<file path="src/rtl/pts_pkg.sv">
package pts_pkg;

   localparam int TICK_W    = 32;
   localparam int RUN_W     = 32;
   localparam int PRIO_W    = 8;
   localparam int RSP_IDX_W = 4;

   typedef enum logic [1:0] {
      REQ_TICK,
      REQ_CREATE,
      REQ_SLEEP,
      REQ_SCHED
   } req_code_type;

   typedef enum logic [1:0] {
      RSP_OK,
      RSP_FULL,
      RSP_NO_CURRENT,
      RSP_NO_TASK
   } rsp_status_type;

   typedef enum logic [1:0] {
      TS_READY,
      TS_RUNNING,
      TS_SLEEPING
   } task_state_type;

   typedef enum logic [2:0] {
      ST_IDLE,
      ST_SLEEP,
      ST_SCAN,
      ST_DEMOTE,
      ST_PROMOTE
   } state_type;

   typedef struct packed {
      logic [PRIO_W-1:0] prio;
      task_state_type    status;
      logic [TICK_W-1:0] wake;
      logic [RUN_W-1:0]  runs;
   } entry_type;

   typedef struct packed {
      entry_type word;
      logic      woke;
      logic      eligible;
   } tbl_rd_type;

endpackage

</file>
<file path="src/rtl/pts_table.sv">
module pts_table
   import pts_pkg::*;
#(
   parameter int TASK_SLOTS = 16,
   parameter int IDX_W      = 4
) (
   input  logic              clock,
   input  logic [IDX_W-1:0]  rd_addr,
   input  logic              wr_en,
   input  logic [IDX_W-1:0]  wr_addr,
   input  entry_type         wr_data,
   input  logic [TICK_W-1:0] tick,
   output tbl_rd_type        rd
);

   entry_type entry_ff [TASK_SLOTS];
   entry_type q_ff;

   always_ff @(posedge clock) begin
      if (wr_en) begin
         entry_ff[wr_addr] <= wr_data;
      end
      q_ff <= entry_ff[rd_addr];
   end

   // sleeper whose deadline has passed reads back as ready
   always_comb begin
      rd.word = q_ff;
      rd.woke = (q_ff.status == TS_SLEEPING) && (tick >= q_ff.wake);
      if (rd.woke) begin
         rd.word.status = TS_READY;
      end
      rd.eligible = (rd.word.status == TS_READY) || (rd.word.status == TS_RUNNING);
   end

endmodule

</file>
<file path="src/rtl/priority_task_scheduler.sv">
// Fixed-priority task scheduler with a table of up to TASK_SLOTS tasks held in one
// synchronous memory. A transaction is taken when start is high and busy is low, and
// its single result shows on the rsp_ ports for one cycle with rsp_strobe; the receiver
// cannot stall it. Tick, create and every rejected request raise no busy and give their
// result in the cycle after acceptance. Sleep does one memory read, then one write.
// Schedule reads the whole table before giving its result: the single memory read
// port visits one table entry per cycle, newest first, followed by one write state to
// demote the old running task and one to promote the chosen one, if any is eligible.
// A new transaction may be started in the cycle in which the result is shown.
module priority_task_scheduler
   import pts_pkg::*;
#(
   parameter int TASK_SLOTS = 16
) (
   input  logic              clock,
   input  logic              reset,
   input  logic              start,
   output logic              busy,
   input  logic [1:0]        req_type,
   input  logic [PRIO_W-1:0] req_priority_req,
   input  logic [TICK_W-1:0] req_sleep_ticks,
   output logic              rsp_strobe,
   output logic [1:0]        rsp_status,
   output logic [RSP_IDX_W-1:0] rsp_task_index,
   output logic [RUN_W-1:0]  rsp_task_run_count,
   output logic [TICK_W-1:0] rsp_tick_now
);

   localparam int IDX_W = $clog2(TASK_SLOTS);
   localparam int CNT_W = $clog2(TASK_SLOTS + 1);

   state_type state_ff, state_in;

   logic [CNT_W-1:0]  count_ff, count_in;
   logic [IDX_W-1:0]  cur_ff, cur_in;
   logic              cur_valid_ff, cur_valid_in;
   logic [TICK_W-1:0] tick_ff, tick_in;
   logic [TICK_W-1:0] sleep_ff, sleep_in;

   logic [IDX_W-1:0]  scan_ff, scan_in;
   logic              issue_ff, issue_in;
   logic              rd_v_ff, rd_v_in;
   logic [IDX_W-1:0]  rd_idx_ff, rd_idx_in;
   logic              found_ff, found_in;
   logic [IDX_W-1:0]  best_ff, best_in;
   entry_type         best_word_ff, best_word_in;
   entry_type         cur_word_ff, cur_word_in;
   entry_type         newest_word_ff, newest_word_in;

   logic              rsp_strobe_ff, rsp_strobe_in;
   rsp_status_type    rsp_status_ff, rsp_status_in;
   logic [IDX_W-1:0]  rsp_idx_ff, rsp_idx_in;
   logic [RUN_W-1:0]  rsp_runs_ff, rsp_runs_in;

   logic              accept;
   req_code_type      req_code;
   logic              full;
   logic [CNT_W-1:0]  cnt_m1;
   logic [IDX_W-1:0]  last_idx;
   logic [TICK_W-1:0] wake_sum;
   logic              demote_need;
   logic [IDX_W+RSP_IDX_W-1:0] idx_ext;

   logic              wr_en;
   logic [IDX_W-1:0]  wr_addr;
   entry_type         wr_data;
   logic [IDX_W-1:0]  rd_addr;
   tbl_rd_type        tbl;

   assign busy     = (state_ff != ST_IDLE);
   assign accept   = start && !busy;
   assign req_code = req_code_type'(req_type);
   assign full     = (count_ff == CNT_W'(TASK_SLOTS));
   assign cnt_m1   = count_ff - CNT_W'(1);
   assign last_idx = cnt_m1[IDX_W-1:0];
   assign wake_sum = tick_ff + sleep_ff;
   assign rd_addr  = (state_ff == ST_SCAN) ? scan_ff : cur_ff;

   assign demote_need = cur_valid_ff && (cur_word_ff.status == TS_RUNNING) &&
                        !(found_ff && (best_ff == cur_ff));

   pts_table #(
      .TASK_SLOTS (TASK_SLOTS),
      .IDX_W      (IDX_W)
   ) u_table (
      .clock   (clock),
      .rd_addr (rd_addr),
      .wr_en   (wr_en),
      .wr_addr (wr_addr),
      .wr_data (wr_data),
      .tick    (tick_ff),
      .rd      (tbl)
   );

   always_comb begin
      state_in = state_ff;
      unique case (state_ff)
         ST_IDLE: begin
            if (accept) begin
               if (req_code == REQ_SLEEP && cur_valid_ff) begin
                  state_in = ST_SLEEP;
               end else if (req_code == REQ_SCHED && count_ff != '0) begin
                  state_in = ST_SCAN;
               end
            end
         end
         ST_SLEEP:   state_in = ST_IDLE;
         ST_SCAN: begin
            if (rd_v_ff && rd_idx_ff == '0) begin
               state_in = ST_DEMOTE;
            end
         end
         ST_DEMOTE:  state_in = ST_PROMOTE;
         ST_PROMOTE: state_in = ST_IDLE;
         default:    state_in = ST_IDLE;
      endcase
   end

   always_comb begin
      wr_en          = 1'b0;
      wr_addr        = cur_ff;
      wr_data        = tbl.word;
      count_in       = count_ff;
      cur_in         = cur_ff;
      cur_valid_in   = cur_valid_ff;
      tick_in        = tick_ff;
      sleep_in       = sleep_ff;
      scan_in        = scan_ff;
      issue_in       = issue_ff;
      rd_v_in        = 1'b0;
      rd_idx_in      = scan_ff;
      found_in       = found_ff;
      best_in        = best_ff;
      best_word_in   = best_word_ff;
      cur_word_in    = cur_word_ff;
      newest_word_in = newest_word_ff;
      rsp_strobe_in  = 1'b0;
      rsp_status_in  = RSP_OK;
      rsp_idx_in     = '0;
      rsp_runs_in    = '0;

      unique case (state_ff)
         ST_IDLE: begin
            if (accept) begin
               unique case (req_code)
                  REQ_TICK: begin
                     tick_in       = tick_ff + TICK_W'(1);
                     rsp_strobe_in = 1'b1;
                  end
                  REQ_CREATE: begin
                     rsp_strobe_in = 1'b1;
                     if (full) begin
                        rsp_status_in = RSP_FULL;
                     end else begin
                        wr_en          = 1'b1;
                        wr_addr        = count_ff[IDX_W-1:0];
                        wr_data.prio   = req_priority_req;
                        wr_data.status = TS_READY;
                        wr_data.wake   = '0;
                        wr_data.runs   = '0;
                        count_in       = count_ff + CNT_W'(1);
                        rsp_idx_in     = count_ff[IDX_W-1:0];
                     end
                  end
                  REQ_SLEEP: begin
                     sleep_in = req_sleep_ticks;
                     if (!cur_valid_ff) begin
                        rsp_strobe_in = 1'b1;
                        rsp_status_in = RSP_NO_CURRENT;
                     end
                  end
                  REQ_SCHED: begin
                     if (count_ff == '0) begin
                        cur_valid_in  = 1'b0;
                        cur_in        = '0;
                        rsp_strobe_in = 1'b1;
                        rsp_status_in = RSP_NO_TASK;
                     end else begin
                        scan_in  = last_idx;
                        issue_in = 1'b1;
                        found_in = 1'b0;
                     end
                  end
                  default: ;
               endcase
            end
         end
         ST_SLEEP: begin
            wr_en          = 1'b1;
            wr_addr        = cur_ff;
            wr_data.status = TS_SLEEPING;
            wr_data.wake   = wake_sum;
            rsp_strobe_in  = 1'b1;
            rsp_idx_in     = cur_ff;
            rsp_runs_in    = tbl.word.runs;
         end
         ST_SCAN: begin
            if (issue_ff) begin
               rd_v_in   = 1'b1;
               rd_idx_in = scan_ff;
               scan_in   = scan_ff - IDX_W'(1);
               if (scan_ff == '0) begin
                  issue_in = 1'b0;
               end
            end
            if (rd_v_ff) begin
               if (tbl.woke) begin
                  wr_en   = 1'b1;
                  wr_addr = rd_idx_ff;
               end
               // newest first, strict compare keeps the newest on a tie
               if (tbl.eligible && (!found_ff || tbl.word.prio > best_word_ff.prio)) begin
                  found_in     = 1'b1;
                  best_in      = rd_idx_ff;
                  best_word_in = tbl.word;
               end
               if (rd_idx_ff == cur_ff) begin
                  cur_word_in = tbl.word;
               end
               if (rd_idx_ff == last_idx) begin
                  newest_word_in = tbl.word;
               end
            end
         end
         ST_DEMOTE: begin
            if (demote_need) begin
               wr_en          = 1'b1;
               wr_addr        = cur_ff;
               wr_data        = cur_word_ff;
               wr_data.status = TS_READY;
            end
         end
         ST_PROMOTE: begin
            cur_valid_in  = 1'b1;
            rsp_strobe_in = 1'b1;
            if (found_ff) begin
               wr_en          = 1'b1;
               wr_addr        = best_ff;
               wr_data        = best_word_ff;
               wr_data.status = TS_RUNNING;
               wr_data.runs   = best_word_ff.runs + RUN_W'(1);
               cur_in         = best_ff;
               rsp_idx_in     = best_ff;
               rsp_runs_in    = best_word_ff.runs + RUN_W'(1);
            end else begin
               cur_in      = last_idx;
               rsp_idx_in  = last_idx;
               rsp_runs_in = newest_word_ff.runs;
            end
         end
         default: ;
      endcase
   end

   always_ff @(posedge clock) begin
      if (reset) begin
         state_ff      <= ST_IDLE;
         count_ff      <= '0;
         cur_ff        <= '0;
         cur_valid_ff  <= 1'b0;
         tick_ff       <= '0;
         issue_ff      <= 1'b0;
         rd_v_ff       <= 1'b0;
         found_ff      <= 1'b0;
         rsp_strobe_ff <= 1'b0;
      end else begin
         state_ff      <= state_in;
         count_ff      <= count_in;
         cur_ff        <= cur_in;
         cur_valid_ff  <= cur_valid_in;
         tick_ff       <= tick_in;
         issue_ff      <= issue_in;
         rd_v_ff       <= rd_v_in;
         found_ff      <= found_in;
         rsp_strobe_ff <= rsp_strobe_in;
      end
   end

   always_ff @(posedge clock) begin
      sleep_ff       <= sleep_in;
      scan_ff        <= scan_in;
      rd_idx_ff      <= rd_idx_in;
      best_ff        <= best_in;
      best_word_ff   <= best_word_in;
      cur_word_ff    <= cur_word_in;
      newest_word_ff <= newest_word_in;
      rsp_status_ff  <= rsp_status_in;
      rsp_idx_ff     <= rsp_idx_in;
      rsp_runs_ff    <= rsp_runs_in;
   end

   assign idx_ext            = {{RSP_IDX_W{1'b0}}, rsp_idx_ff};
   assign rsp_strobe         = rsp_strobe_ff;
   assign rsp_status         = rsp_status_ff;
   assign rsp_task_index     = idx_ext[RSP_IDX_W-1:0];
   assign rsp_task_run_count = rsp_runs_ff;
   assign rsp_tick_now       = tick_ff;

   a_count_bound: assert property (@(posedge clock) disable iff (reset)
      count_ff <= CNT_W'(TASK_SLOTS))
      else $error("task count above table size");

   a_cur_in_table: assert property (@(posedge clock) disable iff (reset)
      cur_valid_ff |-> (CNT_W'(cur_ff) < count_ff))
      else $error("current task outside table");

   a_accept_progress: assert property (@(posedge clock) disable iff (reset)
      accept |=> (rsp_strobe || busy))
      else $error("accepted transaction neither answered nor in progress");

   a_strobe_idle: assert property (@(posedge clock) disable iff (reset)
      rsp_strobe |-> (state_ff == ST_IDLE))
      else $error("result shown while busy");

   a_promote_result: assert property (@(posedge clock) disable iff (reset)
      (state_ff == ST_PROMOTE) |=> (rsp_strobe && cur_valid_ff))
      else $error("schedule finished without result");

endmodule
</file>
<file path="config.mk">
export PLATFORM = sky130hd
export DESIGN_NAME = priority_task_scheduler
export DESIGN_NICKNAME = d
export VERILOG_FILES = /design/src/rtl/pts_pkg.sv /design/src/rtl/pts_table.sv /design/src/rtl/priority_task_scheduler.sv
export SDC_FILE = /design/constraint.sdc
export NUM_CORES = 2
export LEC_CHECK = 0
export BUFFER_PORTS_ARGS = -buffer_cell sky130_fd_sc_hd__buf_2
export CELL_PAD_IN_SITES_DETAIL_PLACEMENT = 1
export CELL_PAD_IN_SITES_GLOBAL_PLACEMENT = 1
export CORE_ASPECT_RATIO = 0.75
export CORE_MARGIN = 10
export CORE_UTILIZATION = 40
export CTS_CLUSTER_SIZE = 16
export DETAILED_ROUTE_END_ITERATION = 16
export PLACE_DENSITY_LB_ADDON = 0.1
export REMOVE_ABC_BUFFERS = 1
export SYNTH_ARGS = -nofsm -noshare
export SYNTH_HDL_FRONTEND = slang
export SYNTH_SLANG_ARGS = --single-unit
</file>
<file path="constraint.sdc">
create_clock -name clock -period 9.3 [get_ports clock]
set_clock_uncertainty 0.05 [all_clocks]
set_input_delay 0.465 -clock clock [delete_from_list [all_inputs] [get_ports clock]]
set_output_delay 0.465 -clock clock [all_outputs]
set_load 0.01 [all_outputs]
</file>
==> impl_metrics.tcl <==
set metrics [dict create \
    finalSetupTns_ns 0 \
    fin_crit_ns 5.75 \
    syn_area_per_cell_um2 17.4 \
    critPathLaunch "u_table.rd[61]$_DFF_P_" \
    synth-seq-cells 1567 \
    fp.dieW_um 475 \
    clock-sinks 1567 \
    cp.required_ns 9.67 \
    post-cts-setup-buffers 0 \
    start_util_pct 40.2 \
    clkTransAtPathRegs_ns 0.06 \
    wl_per_cell_um 29.5 \
    synth_top_area_share_pct 67.8 \
    ys_types 70 \
    worstPathArrival_ns 6.12 \
    post-route-util_pct 46.0 \
    finalWirelength_um 176000 \
    maxCapViolCount 0 \
    cts.root.buffer_cell "clkbuf_16" \
    worstSetupPathType "reg2reg" \
    fp-row-count 125 \
    drive_gt1_share_pct 19.9 \
    seqCellArea_mm2 0.0454 \
    timing.fmax_mhz 174 \
    wl_met2_um 81400 \
    dr_wl_met3_um 9450 \
    route.detailed.drc 0 \
    cts-resized-gates 0 \
    relSlewSlack_pct 10.8 \
    diodes 0 \
    dpl.hpwl_um 102000 \
    via_count 34100 \
    initialDrtViolationCount 3243 \
    via_per_inst 5.71 \
    reg2reg_from "u_table.rd[61]$_DFF_P_" \
    crit_path_end "u_table.entry_ff[8][56]$_DFFE_PP_" \
    crit_path_start_kind "flip-flop" \
    setup-violations-final 0 \
    insertion_delay_ns 0.81 \
    multi_input_area_mm2 0.0159 \
    cts_made_buffers 162 \
    p_leak_nw 24.1 \
    yosysWarnings 0 \
    chipHeight_um 361 \
    grt_max_degree 149 \
    layout_worst_path_cycle_share_pct 61.8 \
    finalNetCount 3927 \
    yosysSeqAreaShare_pct 73.1 \
    hold_viol 0 \
    routed.top_layer "met4" \
    synth_area_mm2 0.0621 \
    async_reset_ff_share_pct 0 \
    critPathCaptureType "flip-flop" \
    antenna_found_initial 3 \
    synthTopCellsByArea "edfxtp_1, mux4_2, dfxtp_1, nand2_1, ha_1" \
    hold_start "req_type[0]" \
    overflow 0 \
    syn2layout_area_growth_pct 14.4 \
    wl_met1_um 82100 \
    worstHoldPathType "in2reg" \
    fp.coreArea_mm2 0.155 \
    r2r_cells 12 \
    cts_buffer_depth 3 \
    drtPass1Iterations 5 \
    synth_edf_count 1402 \
    die_area_mm2 0.171 \
    timing.rr.end "u_table.entry_ff[8][56]$_DFFE_PP_" \
    reg2reg_slack_ns 3.55 \
    grt_usage_pct 20.3 \
    htree_levels 4 \
    p_per_area_mw_per_mm2 206 \
    nFillCells 14700 \
    synth_ff_type "edfxtp_1" \
    rsz0062_at_grt "no" \
    gp_congestion 0.787 \
    ios 117 \
    ant_nets 0 \
    hold_slack_ns 0.0912 \
    grt_pass1_vias 36200 \
    cts_tree "yes" \
    outcome "finished, final reports clean" \
    grt_pass1_wl_um 258000 \
    cp_max_fo 49 \
    syn_inst 3577 \
    max_slew.worst_pin.slew_ns 1.33 \
    io_buffer_count 116 \
    drv_slew 0 \
    synth.largest_area_cell "edfxtp_1" \
    max-vdd-ir-drop_v 0.000202 \
]
[critical path: stages (launching register included)]
cell and delay, ns:
dfxtp_1 0.38, inv_1 0.06, ha_1 0.32, nand2_1 0.07, o21ai_0 0.31, a22oi_1 0.18, o2bb2ai_1 1.00, o21ai_0 0.31
a221oi_1 0.40, o21ai_0 0.17, buf_4 0.23, nor2_4 0.83, buf_4 0.98
[through the flow]
| stage | cells | setup slack, ns | power [mW] | area (um^2) |
|---|---|---|---|---|
| after floorplan | 3397 | -11.56 | 8.11 | 61300 |
| after global placement | 5636 | 3.61 | 8.25 | 65400 |
| after detailed placement | 5636 | 3.44 | 8.27 | 65400 |
| after CTS | 5970 | 3.49 | 14.8 | 71000 |
| after global routing | 5971 | 3.24 | 15.1 | 71000 |
| final | 5971 | 3.55 | 14.6 | 71000 |
[layout make-up]
type / instances / area share (%)
Clock inverter: 91 / 1.33
Clock buffer: 208 / 6.04
Multi-Input combinational cell: 1768 / 22.4
Sequential cell: 1567 / 63.9
Timing Repair Buffer: 243 / 2.41
Tap cell: 2032 / 3.58
Inverter: 62 / 0.328
[worst min-delay path by stage]
stage / to / slack (ns) / cells after the start
after floorplan: rd_idx_ff[1]$_DFF_P_ / 0.36 / 0
after global placement: best_word_ff[44]$_DFFE_PP_ / 0.38 / 0
after detailed placement: best_word_ff[44]$_DFFE_PP_ / 0.40 / 0
after CTS: rsp_status[1]$_SDFF_PN0_ / 0.03 / 3
after global routing: rsp_status[1]$_SDFF_PN0_ / 0.08 / 3
final: rsp_status[1]$_SDFF_PN0_ / 0.09 / 3
[cell usage in the layout, fill, tap and decap left out, drive strengths merged, types with 7 or more instances in the layout]
cell type	n
o21ai	124
a21o	19
dfxtp	165
nor2b	9
xnor2	39
and3	16
buf	208
o21bai	9
nand4	15
a222oi	32
nor2	130
a22oi	11
nand2b	8
ha	77
edfxtp	1402
clkinv	66
nand3b	7
xor2	57
or3	15
nand3	42
o21a	14
nand2	355
mux4	296
a21oi	124
mux2i	15
a221o	13
clkbuf	208
and2	80
dlygate4sd3	35
inv	70
a211oi	81
nor3	19
o211ai	13
bufinv	14
a31oi	79
[layer usage]
layer | vias up | global-route usage, %
li1 | 14700 | -
met1 | 18200 | 29.9
met2 | 985 | 31.7
met3 | 199 | 3.14
met4 | 0 | 4.84
met5 | - | 0
[state kept, by name, indices dropped and copies added (netlist names)]
register / count
best_ff: 4
best_word_ff: 72
u_table.entry_ff: 1184
cur_word_ff: 74
sleep_ff: 32
issue_ff: 1
scan_ff: 4
rsp_status: 2
u_table.q_ff: 2
rd_idx_ff: 4
rsp_task_run_count: 32
rd_v_ff: 1
cur_valid_ff: 1
rsp_strobe: 1
newest_word_ff: 32
cur_ff: 4
found_ff: 1
state_ff: 3
rsp_task_index: 4
count_ff: 5
u_table.rd: 72
rsp_tick_now: 32
[cell families (layout without fill, tap and decap cells)]
logic type | count (synthesis) | after routing | share of synthesized area, %
adders and majority gates | 78 | 78 | 1.58
buffers and inverters | 242 | 604 | 1.66
DFF | 1567 | 1567 | 73.1
muxes | 315 | 315 | 11.1
AOI/OAI and AO/OA | 553 | 553 | 5.81
and+or+nand+nor | 726 | 726 | 5.38
xor gates and xnor gates | 96 | 96 | 1.35
[report_power, final]
| group | switching (mW) | internal [mW] | total [mW] |
|---|---|---|---|
| logic | 0.256 | 0.111 | 0.367 |
| registers | 0.0333 | 7.73 | 7.77 |
| clock network | 2.79 | 3.67 | 6.47 |
| total | 3.08 | 11.5 | 14.6 |
[timing repair]
| action | 4_1_cts | 5_1_grt |
|---|---|---|
| endpoints found under the setup margin | 0 | 0 |
| hold buffers | 35 | 0 |
| hold endpoints to repair | 34 | 0 |
[synthesized netlist by cell type (4+ instances only)]
master and number:
a41oi_1 4, a31oi_1 78, a22oi_1 11, and2_1 80, mux2_2 4, buf_4 19, and3_1 16, a221oi_1 5
nand4_1 15, mux2i_1 13, o211ai_1 13, or2_2 5, a211oi_1 81, ha_1 77, nor4_1 5, nand3_1 42
nand2_1 355, o21bai_1 9, mux4_2 296, xnor2_1 39, a222oi_1 32, nor3b_1 6, nor3_1 17, dfxtp_1 165
edfxtp_1 1402, a21boi_0 5, o21a_1 14, a21o_1 19, buf_1 14, inv_1 62, o21ai_0 123, clkbuf_1 107
xor2_1 57, a21oi_1 122, nand2b_1 8, a221o_1 13, buf_2 40, and4_1 5, nand3b_1 7, nor2b_1 9
nor2_1 130, or3_1 14
No activity file was read; power rests on OpenSTA's default activity.
